File: src/hw/rtl/assert_macros.svh
// ----------------------------------------------------------------------------
// assertion macros
// implication checks used across the rtl
// ----------------------------------------------------------------------------
`ifndef ASSERT_MACROS_SVH
`define ASSERT_MACROS_SVH

`ifndef ASSERT_OFF
// same-cycle implication
`define ASSERT_IMP(label, ck, rn, ante, cons) \
	label: assert property (@(posedge ck) disable iff (!rn) (ante) |-> (cons)) \
		else $error("assertion failed: same-cycle implication");
// next-cycle implication
`define ASSERT_NXT(label, ck, rn, ante, cons) \
	label: assert property (@(posedge ck) disable iff (!rn) (ante) |=> (cons)) \
		else $error("assertion failed: next-cycle implication");
`else
`define ASSERT_IMP(label, ck, rn, ante, cons)
`define ASSERT_NXT(label, ck, rn, ante, cons)
`endif

`endif

File: src/hw/rtl/lia_pkg.sv
// ----------------------------------------------------------------------------
// lia_pkg
// types and widths shared by the line intersection block
// ----------------------------------------------------------------------------
package lia_pkg;

	localparam int COORD_BITS = 32;
	// line coefficients a, b
	localparam int AW = COORD_BITS + 1;
	// line constant c = a*x + b*y
	localparam int CW = 2 * COORD_BITS + 2;
	// determinant
	localparam int DETW = 2 * COORD_BITS + 3;
	// cramer numerators
	localparam int NUMW = 3 * COORD_BITS + 4;
	// rounded dividend 2|n| + |d| and divisor 2|d|
	localparam int NW = NUMW + 2;
	localparam int DW = DETW + 1;
	// split of c for the partial products
	localparam int CHW = CW - AW;
	localparam int PLW = 2 * AW + 1;
	localparam int PHW = AW + CHW;
	// queue between front and back
	localparam int QDEPTH = 4;
	localparam int QPTRW = $clog2(QDEPTH);

	typedef struct packed {
		logic signed [COORD_BITS-1:0] first_start_x;
		logic signed [COORD_BITS-1:0] first_start_y;
		logic signed [COORD_BITS-1:0] first_end_x;
		logic signed [COORD_BITS-1:0] first_end_y;
		logic signed [COORD_BITS-1:0] second_start_x;
		logic signed [COORD_BITS-1:0] second_start_y;
		logic signed [COORD_BITS-1:0] second_end_x;
		logic signed [COORD_BITS-1:0] second_end_y;
	} seg_t;

	typedef struct packed {
		logic signed [COORD_BITS-1:0] cross_x;
		logic signed [COORD_BITS-1:0] cross_y;
		logic                         is_parallel;
		logic                         did_saturate;
	} isect_t;

	// classified pair of lines as queued for the solver
	typedef struct packed {
		logic signed [AW-1:0]   a1;
		logic signed [AW-1:0]   b1;
		logic signed [AW-1:0]   a2;
		logic signed [AW-1:0]   b2;
		logic signed [CW-1:0]   c1;
		logic signed [CW-1:0]   c2;
		logic signed [DETW-1:0] det;
	} line_t;

endpackage

File: src/hw/rtl/lia_queue.sv
// ----------------------------------------------------------------------------
// lia_queue
// short fifo between front and back
// ----------------------------------------------------------------------------
`include "assert_macros.svh"

module lia_queue import lia_pkg::*; (
	input  logic  clk,
	input  logic  arst_n,
	input  logic  push,
	input  line_t wr_entry,
	output logic  full,
	input  logic  pop,
	output line_t rd_entry,
	output logic  empty
);

	line_t mem_q [QDEPTH];
	logic [QPTRW-1:0] wr_ptr_q, rd_ptr_q;
	logic [QPTRW:0]   cnt_q;

	assign full = cnt_q == (QPTRW+1)'(QDEPTH);
	assign empty = cnt_q == '0;
	assign rd_entry = mem_q[rd_ptr_q];

	always_ff @(posedge clk) begin
		if (push) begin
			mem_q[wr_ptr_q] <= wr_entry;
		end
	end

	always_ff @(posedge clk or negedge arst_n) begin
		if (!arst_n) begin
			wr_ptr_q <= '0;
			rd_ptr_q <= '0;
			cnt_q <= '0;
		end else begin
			if (push) begin
				wr_ptr_q <= wr_ptr_q + 1'b1;
			end
			if (pop) begin
				rd_ptr_q <= rd_ptr_q + 1'b1;
			end
			case ({push, pop})
				2'b10: cnt_q <= cnt_q + 1'b1;
				2'b01: cnt_q <= cnt_q - 1'b1;
				default: cnt_q <= cnt_q;
			endcase
		end
	end

	`ASSERT_IMP(a_no_push_full, clk, arst_n, push, !full)
	`ASSERT_IMP(a_no_pop_empty, clk, arst_n, pop, !empty)
	`ASSERT_NXT(a_cnt_hold, clk, arst_n, !push && !pop, $stable(cnt_q))

endmodule

File: config.mk
export PLATFORM = sky130hd
export DESIGN_NAME = lia_queue
export DESIGN_NICKNAME = d
export VERILOG_FILES = /design/src/hw/rtl/lia_pkg.sv /design/src/hw/rtl/lia_queue.sv
export VERILOG_INCLUDE_DIRS = /design/src /design/src/hw/rtl
export SDC_FILE = /design/constraint.sdc
export NUM_CORES = 1
export LEC_CHECK = 0
export ABC_AREA = 0
export BUFFER_PORTS_ARGS = -buffer_cell sky130_fd_sc_hd__buf_4
export CAP_MARGIN = 20
export CORE_MARGIN = 5
export CORE_UTILIZATION = 51
export CTS_CLUSTER_DIAMETER = 120
export DETAILED_ROUTE_END_ITERATION = 10
export HOLD_SLACK_MARGIN = 0.15
export PLACE_DENSITY = 0.75
export SLEW_MARGIN = 20
export SYNTH_ARGS = -nofsm -noshare
export SYNTH_HDL_FRONTEND = slang
export SYNTH_SLANG_ARGS = --single-unit
File: constraint.sdc
create_clock -name clk -period 9.16 [get_ports clk]
set_clock_uncertainty 0.15 [all_clocks]
set_input_delay 0.458 -clock clk [delete_from_list [all_inputs] [get_ports clk]]
set_output_delay 0.458 -clock clk [all_outputs]
set_load 0.01 [all_outputs]
==> impl_metrics.py <==
metrics = {
    "synthesis": {
        "synth_top_cell_by_area": "edfxtp_1",
        "syn_nets": 2107,
        "synth-async-reset-ratio_pct": 0.526,
        "yosysSeqAreaShare_pct": 82.9,
        "synth_simple_gate_area_share_pct": 0.106,
        "synthMuxAreaShare_pct": 15.5,
        "synth-edff-count": 1324,
        "avgSynthCellArea_um2": 27.3,
        "synth_compound_area_share_pct": 0.0208,
        "yosysWarnings": 0,
        "synth_xor_area_share_pct": 0.109,
        "synth_top_flop_cell": "edfxtp_1",
        "synth_top_family_by_area": "multiplexers",
        "syn_inst": 1766,
        "synth_area_leaders": "edfxtp_1 (83%), mux4_2 (15%), buf_6 (0.70%)",
        "yosysTopAreaCellShare_pct": 82.5,
        "yosysUniqueCellTypes": 18,
        "synth_fa_ha_area_share_pct": 0.171,
        "syn_area_um2": 48200,
        "ys_ff_latch": 1331,
    },
    "clock_tree": {
        "cts_made_buffers": 132,
        "cts.htree.levels": 4,
        "clkLatencyLatePin_ns": 0.71,
        "clockBufferDepth": 3,
        "cts_tree": "yes",
        "cts_setup_buffers": 0,
        "clkSlewWorstSetupHoldPaths_ns": 0.06,
        "cts-root-buf": "clkbuf_16",
        "clock_sinks": 1331,
    },
    "worst_setup_path": {
        "crit_required_ns": 8.55,
        "arrival_ns": 3.72,
        "r2r-end": "mem_q[2][182]$_DFFE_PP_",
        "crit_fanout": 110,
        "cp-endpoint": "rd_entry[216]",
        "startpoint": "rd_ptr_q[0]$_DFFE_PN0P_",
        "ff2ff_path_depth": 5,
        "crit-reg2reg-launch": "wr_ptr_q[0]$_DFFE_PN0P_",
        "end_kind": "output port",
        "critPathKind": "reg2out",
        "critPathLaunchType": "flop",
        "rrSetupSlack_ns": 5.91,
    },
    "sta": {
        "finalHoldViolCount": 0,
        "slew_headroom_pct": 17.9,
        "fmax_mhz": 231,
        "finalSetupTns_ns": 0,
        "setup_violations": 0,
        "worst_slew_pin_slew_ns": 1.23,
        "min_period_over_period_pct": 47.3,
        "rsz0062_at_grt": "no",
        "min_period_ns": 4.33,
        "drv_slew": 0,
    },
    "layout": {
        "area_growth_pct": 28.7,
        "instances_no_fill": 4235,
        "layout.nets": 3185,
        "layout_common_cells": "edfxtp_1 (1324), buf_4 (670), dlygate4sd3_1 (335), mux4_2 (331), clkbuf_16 (137)",
        "drive_above_1_share_pct": 40.5,
        "layout_commonest_cell": "edfxtp_1",
    },
    "routing": {
        "drtIter0Drc": 2242,
        "drtPass1Iterations": 5,
        "drt-wirelength-per-cell_um": 26.6,
        "drt-total-wl_um": 113000,
        "final_antenna_net_count": 0,
        "num_vias": 23700,
        "drc": 0,
        "vias_per_cell": 5.60,
    },
    "floorplan": {
        "design.die.area_um2": 101000,
        "start_util_pct": 51.5,
        "die_h_um": 317,
        "ioPinCount": 668,
        "num_rows": 112,
        "die_x_um": 317,
        "core_um2": 93500,
    },
    "placement": {
        "gp_congestion": 0.820,
        "dp_hpwl_um": 62900,
        "placed_cells": 3629,
        "port_buffers": 667,
    },
    "global_route": {
        "grt_max_degree": 155,
        "grt_first_pass_wirelength_um": 163000,
        "first_global_vias": 25300,
        "grt_overflow": 0,
        "antenna_found_initial": 28,
        "grtUsageTotal_pct": 22.0,
    },
    "outcome": {
        "status": "completed",
    },
    "min_path": {
        "min_delay_path_depth": 2,
        "hold_class": "in2reg",
    },
    "power": {
        "p_leak_nw": 21.2,
        "p_per_area_nw_per_um2": 316,
        "peakVddDrop_v": 0.000338,
    },
    "run": {
        "drv_cap": 0,
    },
}
[cell type report]
cell class                      count  area, µm²
Antenna cell                       33       82.6
Clock buffer                      168       3540
Clock inverter                     70        522
Inverter                            6       22.5
Timing Repair Buffer             1018       8640
Sequential cell                  1331      39900
Multi-Input combinational cell    355       7660
Tap cell                         1254       1570
Fill cell                        5537      31500
[kinds of logic after synthesis]
logic type	count (synthesis)
flops	1331
mux	331
buf+inv	80
simple gates	10
xor+xnor	6
fa+ha+maj	6
compound gates	2
[power by group]
group / total [mW] / switching (mW) / internal, mW / leakage [nW]
Clock: 5.12 / 2.23 / 2.89 / 1.99
Combinational: 6.12 / 3.17 / 2.95 / 6.97
Sequential: 8.32 / 0.340 / 7.98 / 12.2
[timing repair]
item / in CTS / in global routing
endpoints found under the hold margin: 1338 / 0
gates resized for setup: 0 / 0
hold buffers: 335 / 0
[how the worst min path moves through the flow]
stage / from / end / slack, ns
finish: wr_entry[279] / mem_q[3][279]$_DFFE_PP_ / 0.32
global route: wr_entry[279] / mem_q[3][279]$_DFFE_PP_ / 0.28
CTS: wr_entry[274] / mem_q[1][274]$_DFFE_PP_ / 0.26
detailed placement: arst_n / cnt_q[2]$_DFFE_PN0P_ / 0.13
global placement: arst_n / cnt_q[2]$_DFFE_PN0P_ / 0.12
floorplan: arst_n / cnt_q[0]$_DFFE_PN0P_ / 0.01
[sequential cells by signal, indices dropped and copies added, names as in the netlist]
signal and cells:
cnt_q 3, mem_q 1324, wr_ptr_q 2, rd_ptr_q 2
[synthesized netlist by cell type, types with 2 or more instances]
cell type / count
edfxtp_1: 1324
mux4_2: 331
buf_6: 30
buf_2: 25
clkbuf_1: 11
buf_4: 8
dfrtp_1: 7
inv_1: 6
ha_1: 5
and2_1: 4
xor2_1: 4
nand2_1: 3
o21ai_0: 2
xnor2_1: 2
[critical path, stage by stage, from the launching register on]
cell and delay (ns):
dfrtp_4 0.73, buf_12 0.55, buf_12 0.69, mux4_2 0.65
buf_4 0.17
[stage by stage]
step	utilization [%]	hold slack (ns)	instance area, µm²	worst slack [ns]	power, mW
after floorplan	-	0.0124	48200	0.174	12.1
after global placement	58.3	0.124	54500	5.51	14.3
after detailed placement	58.3	0.127	54500	5.50	14.4
after CTS	66.2	0.257	61900	4.69	19.6
after global routing	66.3	0.279	62000	4.46	20.3
final	66.3	0.319	62000	4.83	19.6
[metal layers]
metal  share of wire [%]  up-vias  GRT usage, %
li1                    -     9906             -
met1                  35    12400          27.0
met2                  52     1192          37.0
met3                  10      215          7.76
met4                 3.2        2          7.38
met5               0.012        -             0
No activity file was read; power rests on OpenSTA's default activity.
